===== config.mk =====
export PLATFORM = sky130hd
export DESIGN_NAME = audio_frame_index_builder
export DESIGN_NICKNAME = d
export VERILOG_FILES = /design/src/hw/rtl/afib_pkg.sv /design/src/hw/rtl/afib_div.sv /design/src/hw/rtl/afib_ctrl.sv /design/src/hw/rtl/afib_dp.sv /design/src/hw/rtl/audio_frame_index_builder.sv
export SDC_FILE = /design/constraint.sdc
export NUM_CORES = 2
export LEC_CHECK = 0
export BUFFER_PORTS_ARGS = -buffer_cell sky130_fd_sc_hd__buf_2
export CAP_MARGIN = 40
export CORE_ASPECT_RATIO = 1.2
export CORE_UTILIZATION = 24
export DETAILED_ROUTE_END_ITERATION = 10
export PLACE_DENSITY = 0.47
export REMOVE_ABC_BUFFERS = 1
export SLEW_MARGIN = 15
export SYNTH_ARGS = -nofsm -noshare
export SYNTH_HDL_FRONTEND = slang
export SYNTH_SLANG_ARGS = --single-unit

===== constraint.sdc =====
create_clock -name clk -period 9.5 [get_ports clk]
set_clock_uncertainty 0.15 [all_clocks]
set_input_delay 1.9 -clock clk [delete_from_list [all_inputs] [get_ports clk]]
set_output_delay 1.9 -clock clk [all_outputs]
set_load 0.05 [all_outputs]

===== src/hw/rtl/afib_pkg.sv =====
// Package for the audio frame index builder: payload structs, register
// indexes, controller states, commands and shared constants.
// No dependencies.
`default_nettype none

package afib_pkg;

	// widths of the descriptor fields and of internal values
	localparam int WORD_W  = 32;
	localparam int BIT_W   = 8;
	localparam int SKIP_W  = 9;
	localparam int TIME_W  = 64;
	localparam int REST_W  = 35;   // file_size - offset - tail, signed
	localparam int CFG_A_W = 3;

	// microseconds per second, and the width of blocks * 1000000
	localparam int US_W = 20;
	localparam logic [US_W-1:0] US_PER_SEC = 20'd1000000;
	localparam int DIV_W     = WORD_W + US_W;
	localparam int DIV_CNT_W = $clog2(DIV_W + 1);

	localparam logic [WORD_W-1:0] BPF_RESET   = 32'd73728;
	localparam logic [WORD_W-1:0] RATE_RESET  = 32'd44100;
	localparam logic [WORD_W-1:0] TOTAL_RESET = 32'd1;
	localparam logic [WORD_W-1:0] ALIGN_MASK  = 32'h3;
	localparam logic [WORD_W-1:0] OLD_BONUS   = 32'd4;

	typedef struct packed {
		logic [WORD_W-1:0] table_offset;
		logic [BIT_W-1:0]  bit_value;
	} in_word_t;

	typedef struct packed {
		logic [WORD_W-1:0] frame_index;
		logic [WORD_W-1:0] frame_offset;
		logic [WORD_W-1:0] frame_size;
		logic [SKIP_W-1:0] frame_skip;
		logic [WORD_W-1:0] frame_blocks;
		logic [TIME_W-1:0] frame_timestamp;
		logic              last_frame;
	} out_word_t;

	typedef enum logic [CFG_A_W-1:0] {
		CFG_DATA_START   = 3'd0,
		CFG_BLOCKS       = 3'd1,
		CFG_FINAL_BLOCKS = 3'd2,
		CFG_SAMPLE_RATE  = 3'd3,
		CFG_OLD_FORMAT   = 3'd4,
		CFG_TOTAL_FRAMES = 3'd5,
		CFG_FILE_SIZE    = 3'd6,
		CFG_WAVE_TAIL    = 3'd7
	} cfg_idx_t;

	typedef enum logic [3:0] {
		ST_IDLE,
		ST_MID_SIZE,
		ST_MID_BUILD,
		ST_MID_WAIT,
		ST_LAST_OFF,
		ST_LAST_REST,
		ST_LAST_TAIL,
		ST_LAST_BUILD,
		ST_LAST_WAIT,
		ST_FINISH
	} state_t;

	typedef enum logic [3:0] {
		CMD_NONE,
		CMD_ACCEPT,
		CMD_MID_SIZE,
		CMD_MID_BUILD,
		CMD_LAST_OFF,
		CMD_LAST_REST,
		CMD_LAST_TAIL,
		CMD_LAST_BUILD,
		CMD_ACCUM,
		CMD_FINISH
	} cmd_t;

	typedef struct packed {
		logic has_mid;    // a pending frame waits for its descriptor
		logic is_last;    // current entry is the final frame
		logic run_done;   // all frames consumed, entries are dropped
		logic out_free;   // output register can take a word this cycle
		logic div_busy;   // timestamp divider still iterating
	} status_t;

endpackage

`default_nettype wire


===== src/hw/rtl/afib_div.sv =====
// Restoring divider for the timestamp increment: blocks * 1000000 / rate,
// one quotient bit per cycle. Depends on afib_pkg.
`default_nettype none

module afib_div (
	input  wire logic                           clk,
	input  wire logic                           arst_n,
	input  wire logic                           start,
	input  wire logic [afib_pkg::WORD_W-1:0]    blocks,
	input  wire logic [afib_pkg::WORD_W-1:0]    rate,
	output logic                                busy,
	output logic [afib_pkg::DIV_W-1:0]          quot
);

	logic [afib_pkg::DIV_W-1:0]     dvd_q;    // dividend in, quotient out
	logic [afib_pkg::WORD_W-1:0]    rem_q;
	logic [afib_pkg::WORD_W-1:0]    dsr_q;
	logic [afib_pkg::DIV_CNT_W-1:0] cnt_q;
	logic                           busy_q;

	logic [afib_pkg::DIV_W-1:0]     prod;
	logic [afib_pkg::WORD_W:0]      trial;
	logic [afib_pkg::WORD_W:0]      diff;
	logic                           qbit;

	assign prod  = {{afib_pkg::US_W{1'b0}}, blocks}
	             * {{afib_pkg::WORD_W{1'b0}}, afib_pkg::US_PER_SEC};
	assign trial = {rem_q, dvd_q[afib_pkg::DIV_W-1]};
	assign diff  = trial - {1'b0, dsr_q};
	assign qbit  = (trial >= {1'b0, dsr_q});

	always_ff @(posedge clk or negedge arst_n) begin
		if (!arst_n) begin
			busy_q <= 1'b0;
			cnt_q  <= '0;
		end else if (start) begin
			busy_q <= 1'b1;
			cnt_q  <= afib_pkg::DIV_CNT_W'(afib_pkg::DIV_W);
		end else if (busy_q) begin
			cnt_q  <= cnt_q - 1'b1;
			busy_q <= (cnt_q != afib_pkg::DIV_CNT_W'(1));
		end
	end

	always_ff @(posedge clk) begin
		if (start) begin
			dvd_q <= prod;
			rem_q <= '0;
			dsr_q <= rate;
		end else if (busy_q) begin
			rem_q <= qbit ? diff[afib_pkg::WORD_W-1:0] : trial[afib_pkg::WORD_W-1:0];
			dvd_q <= {dvd_q[afib_pkg::DIV_W-2:0], qbit};
		end
	end

	assign busy = busy_q;
	assign quot = dvd_q;

endmodule

`default_nettype wire


===== src/hw/rtl/afib_ctrl.sv =====
// Controller for the frame index builder: sequences accept, descriptor
// builds and divider waits. Depends on afib_pkg.
`default_nettype none

module afib_ctrl (
	input  wire logic              clk,
	input  wire logic              arst_n,
	input  wire logic              in_valid,
	input  wire afib_pkg::status_t st,
	output logic                   in_stall,
	output afib_pkg::cmd_t         cmd
);

	afib_pkg::state_t state_q;
	afib_pkg::state_t state_nx;

	always_ff @(posedge clk or negedge arst_n) begin
		if (!arst_n) begin
			state_q <= afib_pkg::ST_IDLE;
		end else begin
			state_q <= state_nx;
		end
	end

	always_comb begin
		state_nx = state_q;
		case (state_q)
			afib_pkg::ST_IDLE: begin
				if (in_valid && !st.run_done) begin
					if (st.has_mid)
						state_nx = afib_pkg::ST_MID_SIZE;
					else if (st.is_last)
						state_nx = afib_pkg::ST_LAST_OFF;
					else
						state_nx = afib_pkg::ST_FINISH;
				end
			end
			afib_pkg::ST_MID_SIZE:  state_nx = afib_pkg::ST_MID_BUILD;
			afib_pkg::ST_MID_BUILD: begin
				if (st.out_free)
					state_nx = afib_pkg::ST_MID_WAIT;
			end
			afib_pkg::ST_MID_WAIT: begin
				if (!st.div_busy)
					state_nx = st.is_last ? afib_pkg::ST_LAST_OFF : afib_pkg::ST_FINISH;
			end
			afib_pkg::ST_LAST_OFF:  state_nx = afib_pkg::ST_LAST_REST;
			afib_pkg::ST_LAST_REST: state_nx = afib_pkg::ST_LAST_TAIL;
			afib_pkg::ST_LAST_TAIL: state_nx = afib_pkg::ST_LAST_BUILD;
			afib_pkg::ST_LAST_BUILD: begin
				if (st.out_free)
					state_nx = afib_pkg::ST_LAST_WAIT;
			end
			afib_pkg::ST_LAST_WAIT: begin
				if (!st.div_busy)
					state_nx = afib_pkg::ST_FINISH;
			end
			afib_pkg::ST_FINISH: state_nx = afib_pkg::ST_IDLE;
			default:             state_nx = afib_pkg::ST_IDLE;
		endcase
	end

	always_comb begin
		cmd      = afib_pkg::CMD_NONE;
		in_stall = 1'b1;
		case (state_q)
			afib_pkg::ST_IDLE: begin
				in_stall = 1'b0;
				if (in_valid && !st.run_done)
					cmd = afib_pkg::CMD_ACCEPT;
			end
			afib_pkg::ST_MID_SIZE: cmd = afib_pkg::CMD_MID_SIZE;
			afib_pkg::ST_MID_BUILD: begin
				if (st.out_free)
					cmd = afib_pkg::CMD_MID_BUILD;
			end
			afib_pkg::ST_MID_WAIT, afib_pkg::ST_LAST_WAIT: begin
				if (!st.div_busy)
					cmd = afib_pkg::CMD_ACCUM;
			end
			afib_pkg::ST_LAST_OFF:  cmd = afib_pkg::CMD_LAST_OFF;
			afib_pkg::ST_LAST_REST: cmd = afib_pkg::CMD_LAST_REST;
			afib_pkg::ST_LAST_TAIL: cmd = afib_pkg::CMD_LAST_TAIL;
			afib_pkg::ST_LAST_BUILD: begin
				if (st.out_free)
					cmd = afib_pkg::CMD_LAST_BUILD;
			end
			afib_pkg::ST_FINISH: cmd = afib_pkg::CMD_FINISH;
			default:             cmd = afib_pkg::CMD_NONE;
		endcase
	end

endmodule

`default_nettype wire


===== src/hw/rtl/afib_dp.sv =====
// Datapath for the frame index builder: config registers, frame state,
// size and offset arithmetic, output register and the timestamp divider.
// Depends on afib_pkg and afib_div.
`default_nettype none

module afib_dp (
	input  wire logic                          clk,
	input  wire logic                          arst_n,
	input  wire logic                          cfg_write,
	input  wire logic [afib_pkg::CFG_A_W-1:0]  cfg_index,
	input  wire logic [afib_pkg::WORD_W-1:0]   cfg_data,
	input  wire afib_pkg::in_word_t            in_data,
	input  wire logic                          out_stall,
	input  wire afib_pkg::cmd_t                cmd,
	output afib_pkg::status_t                  st,
	output logic                               out_valid,
	output afib_pkg::out_word_t                out_data
);

	localparam int W = afib_pkg::WORD_W;

	// configuration
	logic [W-1:0] data_start_q, bpf_q, final_blocks_q, rate_q;
	logic [W-1:0] total_q, file_size_q, wave_tail_q;
	logic         old_fmt_q;

	// run state
	logic [W-1:0]                  frames_seen_q;
	logic [W-1:0]                  prev_raw_q;
	logic [afib_pkg::SKIP_W-1:0]   prev_skip_q;
	logic [afib_pkg::TIME_W-1:0]   time_accum_q;

	// current entry and temporaries
	logic [W-1:0]                  raw_q;
	logic [afib_pkg::SKIP_W-1:0]   skip_q;
	logic [afib_pkg::BIT_W-1:0]    bit_q;
	logic [W-1:0]                  tmp_q;
	logic [W-1:0]                  off_q;
	logic signed [afib_pkg::REST_W-1:0] rest_q;

	logic                          out_valid_q;
	afib_pkg::out_word_t           out_q;

	logic [W-1:0]                  total_eff;
	logic [W-1:0]                  raw_in;
	logic [1:0]                    align;
	logic [afib_pkg::SKIP_W-1:0]   skip_in;
	logic [W-1:0]                  mid_size;
	logic [W-1:0]                  last_size;
	logic                          div_start;
	logic [W-1:0]                  div_blocks;
	logic                          div_busy;
	logic [afib_pkg::DIV_W-1:0]    quot;
	logic                          out_take;

	assign total_eff = (total_q == '0) ? afib_pkg::TOTAL_RESET : total_q;

	assign st.has_mid  = (frames_seen_q != '0);
	assign st.is_last  = (frames_seen_q == total_eff - 1'b1);
	assign st.run_done = (frames_seen_q >= total_eff);
	assign st.out_free = !out_valid_q || !out_stall;
	assign st.div_busy = div_busy;

	always_ff @(posedge clk or negedge arst_n) begin
		if (!arst_n) begin
			data_start_q   <= '0;
			bpf_q          <= afib_pkg::BPF_RESET;
			final_blocks_q <= '0;
			rate_q         <= afib_pkg::RATE_RESET;
			old_fmt_q      <= 1'b0;
			total_q        <= afib_pkg::TOTAL_RESET;
			file_size_q    <= '0;
			wave_tail_q    <= '0;
		end else if (cfg_write) begin
			case (cfg_index)
				afib_pkg::CFG_DATA_START:   data_start_q   <= cfg_data;
				afib_pkg::CFG_BLOCKS:       bpf_q          <= cfg_data;
				afib_pkg::CFG_FINAL_BLOCKS: final_blocks_q <= cfg_data;
				afib_pkg::CFG_SAMPLE_RATE:  rate_q         <= cfg_data;
				afib_pkg::CFG_OLD_FORMAT:   old_fmt_q      <= cfg_data[0];
				afib_pkg::CFG_TOTAL_FRAMES: total_q        <= cfg_data;
				afib_pkg::CFG_FILE_SIZE:    file_size_q    <= cfg_data;
				afib_pkg::CFG_WAVE_TAIL:    wave_tail_q    <= cfg_data;
				default: ;
			endcase
		end
	end

	// frame 0 starts at data_start; alignment only needs the low two bits
	assign raw_in  = st.has_mid ? in_data.table_offset : data_start_q;
	assign align   = raw_in[1:0] - data_start_q[1:0];
	assign skip_in = old_fmt_q ? ({4'd0, align, 3'd0} + {1'b0, in_data.bit_value})
	                           : {7'd0, align};

	assign mid_size  = (tmp_q + {23'd0, prev_skip_q} + 32'd3) & ~afib_pkg::ALIGN_MASK;
	assign last_size = (rest_q < 35'sd4) ? (final_blocks_q << 3)
	                                     : (rest_q[W-1:0] & ~afib_pkg::ALIGN_MASK);

	always_ff @(posedge clk or negedge arst_n) begin
		if (!arst_n) begin
			frames_seen_q <= '0;
			prev_raw_q    <= '0;
			prev_skip_q   <= '0;
			time_accum_q  <= '0;
		end else begin
			case (cmd)
				afib_pkg::CMD_ACCUM: begin
					if (rate_q != '0)
						time_accum_q <= time_accum_q
						              + {{(afib_pkg::TIME_W-afib_pkg::DIV_W){1'b0}}, quot};
				end
				afib_pkg::CMD_FINISH: begin
					frames_seen_q <= frames_seen_q + 1'b1;
					prev_raw_q    <= raw_q;
					prev_skip_q   <= skip_q;
				end
				default: ;
			endcase
		end
	end

	always_ff @(posedge clk) begin
		case (cmd)
			afib_pkg::CMD_ACCEPT: begin
				raw_q  <= raw_in;
				skip_q <= skip_in;
				bit_q  <= in_data.bit_value;
			end
			afib_pkg::CMD_MID_SIZE: begin
				tmp_q <= raw_q - prev_raw_q
				       + ((old_fmt_q && bit_q != '0) ? afib_pkg::OLD_BONUS : '0);
			end
			afib_pkg::CMD_LAST_OFF:  off_q  <= raw_q - {23'd0, skip_q};
			afib_pkg::CMD_LAST_REST: rest_q <= $signed({3'd0, file_size_q})
			                                 - $signed({3'd0, off_q});
			afib_pkg::CMD_LAST_TAIL: rest_q <= rest_q - $signed({3'd0, wave_tail_q});
			default: ;
		endcase
	end

	// output register; builds only happen when it is free
	assign out_take = out_valid_q && !out_stall;

	always_ff @(posedge clk or negedge arst_n) begin
		if (!arst_n) begin
			out_valid_q <= 1'b0;
		end else if (cmd == afib_pkg::CMD_MID_BUILD || cmd == afib_pkg::CMD_LAST_BUILD) begin
			out_valid_q <= 1'b1;
		end else if (out_take) begin
			out_valid_q <= 1'b0;
		end
	end

	always_ff @(posedge clk) begin
		case (cmd)
			afib_pkg::CMD_MID_BUILD: begin
				out_q.frame_index     <= frames_seen_q - 1'b1;
				out_q.frame_offset    <= prev_raw_q - {23'd0, prev_skip_q};
				out_q.frame_size      <= mid_size;
				out_q.frame_skip      <= prev_skip_q;
				out_q.frame_blocks    <= bpf_q;
				out_q.frame_timestamp <= time_accum_q;
				out_q.last_frame      <= 1'b0;
			end
			afib_pkg::CMD_LAST_BUILD: begin
				out_q.frame_index     <= frames_seen_q;
				out_q.frame_offset    <= off_q;
				out_q.frame_size      <= last_size;
				out_q.frame_skip      <= skip_q;
				out_q.frame_blocks    <= final_blocks_q;
				out_q.frame_timestamp <= time_accum_q;
				out_q.last_frame      <= 1'b1;
			end
			default: ;
		endcase
	end

	assign div_start  = (cmd == afib_pkg::CMD_MID_BUILD) || (cmd == afib_pkg::CMD_LAST_BUILD);
	assign div_blocks = (cmd == afib_pkg::CMD_LAST_BUILD) ? final_blocks_q : bpf_q;

	afib_div u_div (
		.clk    (clk),
		.arst_n (arst_n),
		.start  (div_start),
		.blocks (div_blocks),
		.rate   (rate_q),
		.busy   (div_busy),
		.quot   (quot)
	);

	assign out_valid = out_valid_q;
	assign out_data  = out_q;

endmodule

`default_nettype wire


===== src/hw/rtl/audio_frame_index_builder.sv =====
// Top level of the audio frame index builder: controller plus datapath.
// Depends on afib_pkg, afib_ctrl, afib_dp (which holds afib_div).
//
//   port group   direction   payload                  handshake
//   in_*         in          afib_pkg::in_word_t      in_valid / in_stall
//   out_*        out         afib_pkg::out_word_t     out_valid / out_stall
//   cfg_*        in          3-bit index, 32-bit data cfg_write
//
// One entry at a time. An entry that completes no descriptor is accepted and then finished.
// Each descriptor waits on the 52-step bit-serial divider that forms the timestamp
// increment, so an entry that closes the pending frame waits once, a lone final
// entry once, and a final entry that also closes the pending frame twice.
// Entries after the run ends are taken and dropped.
// arst_n clears config to its defaults and the run state to zero.
// A stalled output holds its word; the next entry is still taken meanwhile.
`default_nettype none

module audio_frame_index_builder (
	input  wire logic                          clk,
	input  wire logic                          arst_n,
	input  wire logic                          cfg_write,
	input  wire logic [afib_pkg::CFG_A_W-1:0]  cfg_index,
	input  wire logic [afib_pkg::WORD_W-1:0]   cfg_data,
	input  wire logic                          in_valid,
	output logic                               in_stall,
	input  wire afib_pkg::in_word_t            in_data,
	output logic                               out_valid,
	input  wire logic                          out_stall,
	output afib_pkg::out_word_t                out_data
);

	afib_pkg::cmd_t    cmd;
	afib_pkg::status_t st;

	afib_ctrl u_ctrl (
		.clk      (clk),
		.arst_n   (arst_n),
		.in_valid (in_valid),
		.st       (st),
		.in_stall (in_stall),
		.cmd      (cmd)
	);

	afib_dp u_dp (
		.clk       (clk),
		.arst_n    (arst_n),
		.cfg_write (cfg_write),
		.cfg_index (cfg_index),
		.cfg_data  (cfg_data),
		.in_data   (in_data),
		.out_stall (out_stall),
		.cmd       (cmd),
		.st        (st),
		.out_valid (out_valid),
		.out_data  (out_data)
	);

	// a descriptor is never built over a word still waiting at the output
	a_no_overwrite: assert property (@(posedge clk) disable iff (!arst_n)
		(cmd == afib_pkg::CMD_MID_BUILD || cmd == afib_pkg::CMD_LAST_BUILD)
		|-> (!out_valid || !out_stall))
		else $error("descriptor built over pending output word");

	// divider is idle whenever it is started
	a_div_free: assert property (@(posedge clk) disable iff (!arst_n)
		(cmd == afib_pkg::CMD_MID_BUILD || cmd == afib_pkg::CMD_LAST_BUILD)
		|-> !st.div_busy)
		else $error("divider restarted while busy");

	// taking entries means no timestamp work is left over
	a_idle_div: assert property (@(posedge clk) disable iff (!arst_n)
		!in_stall |-> !st.div_busy)
		else $error("input open while divider busy");

	a_skip_range: assert property (@(posedge clk) disable iff (!arst_n)
		out_valid |-> (out_data.frame_skip <= 9'd279))
		else $error("frame skip out of range");

endmodule

`default_nettype wire

==> reports/metrics.yaml <==
sta:
  worst_hold_slack_ns: 0.318
  post-route-min-period_ns: 8.72
  fin_crit_sh_pct: 91.7
  setup_viol: 0
  hold_viol: 0
  max_slew_margin_pct: 35.5
  fmax_ghz: 0.115
  tightest_slew_ns: 0.966
  final_max_slew_viol_count: 0
  grt_setup_unrepaired: "false"
  setup_ws_ns: 0.785
cts:
  post_cts_resized: 0
  cts_sinks: 838
  cts.htree.levels: 3
  cts_root_buf: "clkbuf_16"
  clk_pin_slew_ns: 0.06
  post_cts_buffers: 0
  cts_buffers: 99
  clkLatencyLatePin_ns: 0.74
  cts_tree: "yes"
  clockBufferDepth: 3
  ctsHoldBuffers: 0
critical_path:
  crit_path_frequent_cell: "fa_1"
  worstPathArrival_ns: 9.00
  cpMaxStageDelayCell: "fa_1"
  critPathLaunchType: "input pin"
  slowest_delay_ns: 0.58
  cp_max_fo: 25
  cp-startpoint: "out_stall"
  worstSetupPathType: "input pin to flip-flop"
  r2r_start: "u_ctrl.state_q[0]"
  required_ns: 9.79
  crit_path_end_kind: "flip-flop"
power_and_ir_drop:
  p_leak_nw: 25.7
  fin_total_pwr_mw: 24.7
  power_density_mw_per_mm2: 402
  max-vdd-ir-drop_uv: 845
logic_synthesis:
  yosys.area.top_type: "edfxtp_1"
  synth-compound-area-share_pct: 12.0
  synthMuxAreaShare_pct: 7.43
  synth_most_common_cell: "inv_1"
  synth_top_area_share_pct: 24.3
  synth_top_family_by_area: "adder cells"
  synthTopCellsByArea: "edfxtp_1, dfrtp_1, ha_1"
  yosysSeqAreaShare_pct: 43.5
  synth_ff_type: "edfxtp_1"
  synth_fa_ha_area_share_pct: 15.0
  synthXorXnorAreaFrac_pct: 7.02
  synth.top_cells.by_count: "inv_1, ha_1, edfxtp_1"
  synth.distinct_cells: 91
  synth_area_mm2: 0.0526
  async_flop_share_pct: 44.6
  synth_warnings: 0
  syn_avg_cell_area_um2: 10.6
  synth_cells: 4973
  synth-simple-area-share_pct: 10.7
  synth_edf_count: 426
  synth_seq_cells: 838
drt:
  wl_per_cell_um: 19.7
  drc: 0
  dr.pass1.iters: 5
  drtIter0Drc: 1776
  via_count: 37339
  vias_per_cell: 4.55
  wl_um: 162000
  ant_nets: 0
placement:
  hpwl_um: 124000
  gp_congestion: 0.874
  post-place-ws_ns: 0.0859
  port_buffers: 281
hold_path:
  hold_path.class: "flip-flop to flip-flop"
  min_from: "u_dp.rate_q[22]"
floorplanning:
  die_x_um: 430
  die-area_mm2: 0.221
  rows: 187
  core_mm2: 0.217
  io_pins: 284
  initial_core_util_pct: 24.2
  die_y_um: 515
global_route:
  grt_first_pass_wirelength_um: 244000
  antenna_found_initial: 26
  grt-ovfl-total: 0
  globalRouteTotalUtil_pct: 14.5
  grt_pass1_vias: 38347
  grt_max_degree: 113
run:
  drv_cap: 0
final_layout:
  area_growth_pct: 16.6
  nets: 5920
  nFillCells: 22649
  layout-drive-gt1-share_pct: 16.4
outcome:
  outcome: "finished, final reports clean"
-- registers in the layout, summed over array words and instances, names as in the netlist, 9 cells and up --
signal	flops
u_dp.bpf_q	32
u_dp.data_start_q	32
u_dp.file_size_q	32
u_dp.final_blocks_q	32
u_dp.frames_seen_q	32
u_dp.off_q	32
u_dp.out_data	200
u_dp.prev_raw_q	32
u_dp.prev_skip_q	9
u_dp.rate_q	32
u_dp.raw_q	32
u_dp.rest_q	35
u_dp.skip_q	9
u_dp.time_accum_q	64
u_dp.tmp_q	32
u_dp.total_q	32
u_dp.u_div.dsr_q	32
u_dp.u_div.quot	52
u_dp.u_div.rem_q	32
u_dp.wave_tail_q	32
-- final timing paths --
check,slack [ns],endpoint,depth (start not counted)
setup / recovery,0.78,u_dp.u_div.quot[50],27
hold / removal,0.32,u_dp.u_div.dsr_q[22],0
setup reg to reg,1.19,u_dp.u_div.quot[50],27
hold reg to reg,0.32,u_dp.u_div.dsr_q[22],0
max in group asynchronous,6.84,u_dp.time_accum_q[60],2
min in group asynchronous,1.07,u_dp.frames_seen_q[5],1
-- metrics by stage --
stage / util (%) / instance area, um2 / TNS (ns) / instances
finish: 28.3 / 61400 / 0 / 8210
global placement: 26.6 / 57700 / 0 / 8004
global route: 28.3 / 61400 / 0 / 8206
floorplan: - / 52000 / -430.73 / 4810
detailed placement: 26.7 / 57900 / 0 / 8017
CTS: 28.2 / 61300 / 0 / 8203
-- power breakdown --
| group | switching [mW] | internal [mW] | total (mW) |
|---|---|---|---|
| clock | 1.71 | 2.35 | 4.06 |
| combinational | 9.20 | 6.84 | 16.0 |
| sequential | 0.317 | 4.27 | 4.59 |
| total | 11.2 | 13.5 | 24.7 |
-- cells in the final DEF, fill, tap and decap left out, types with 13 or more instances in the layout --
cell	netlist	routed
a31oi_1	25	25
o31ai_1	27	27
o21bai_1	32	31
fa_1	125	125
a211oi_1	30	30
nand2b_1	45	45
mux2i_1	80	79
ha_1	430	430
o211ai_1	21	21
clkbuf_16	0	102
nand3_1	115	114
o21a_1	41	41
inv_1	431	429
nand4_1	58	58
nor4_1	44	43
nor3_1	68	65
o21ai_0	363	363
dfxtp_1	38	38
dfrtp_1	365	364
xnor2_1	245	245
and2_1	18	19
clkinv_2	0	13
a21o_1	112	112
a21oi_1	276	275
or3_1	27	27
a21boi_0	14	14
edfxtp_1	426	426
buf_2	2	282
clkbuf_1	143	23
nor2_1	265	262
and3_1	37	37
buf_4	2	80
nor2b_1	35	35
nand2_1	377	377
xor2_1	177	177
mux2_2	276	276
-- final cells by class --
class	instances	area (um2)	area share, %
multi-input combinational	3536	27500	44.9
antenna	5	12.5	0.0204
clock inverter	50	629	1.03
clock buffer	136	2790	4.55
sequential	838	22900	37.4
inverter	436	1650	2.69
timing repair buffer	374	2280	3.71
tap	2835	3550	5.78
-- cell families (layout without fill, tap and decap cells) --
family          count (synthesis)  in the layout
xor+xnor                      422            422
flops                         838            838
mux                           356            356
compound gates               1042           1042
other cells                     1              7
simple gates                 1159           1159
buf+inv                       600            996
fa+ha+maj                     555            555
-- metal layers --
metal	track usage, %	up-vias	wire [um]
li1	-	18308	-
met3	1.82	202	5260
met1	18.0	18191	71300
met5	0	-	47
met2	25.5	630	79900
met4	5.16	8	5480
-- worst max-delay path, delay by kind of cell --
family                   cells  cell delay [ns]
adder cells (fa/ha/maj)      6             2.67
AO/OA/AOI/OAI                8             1.95
AND/OR/NAND/NOR              6             1.06
buffers and inverters        5             0.86
multiplexers                 1             0.36
XOR/XNOR                     1             0.17
Note: power is estimated with default switching activity, not from simulation.
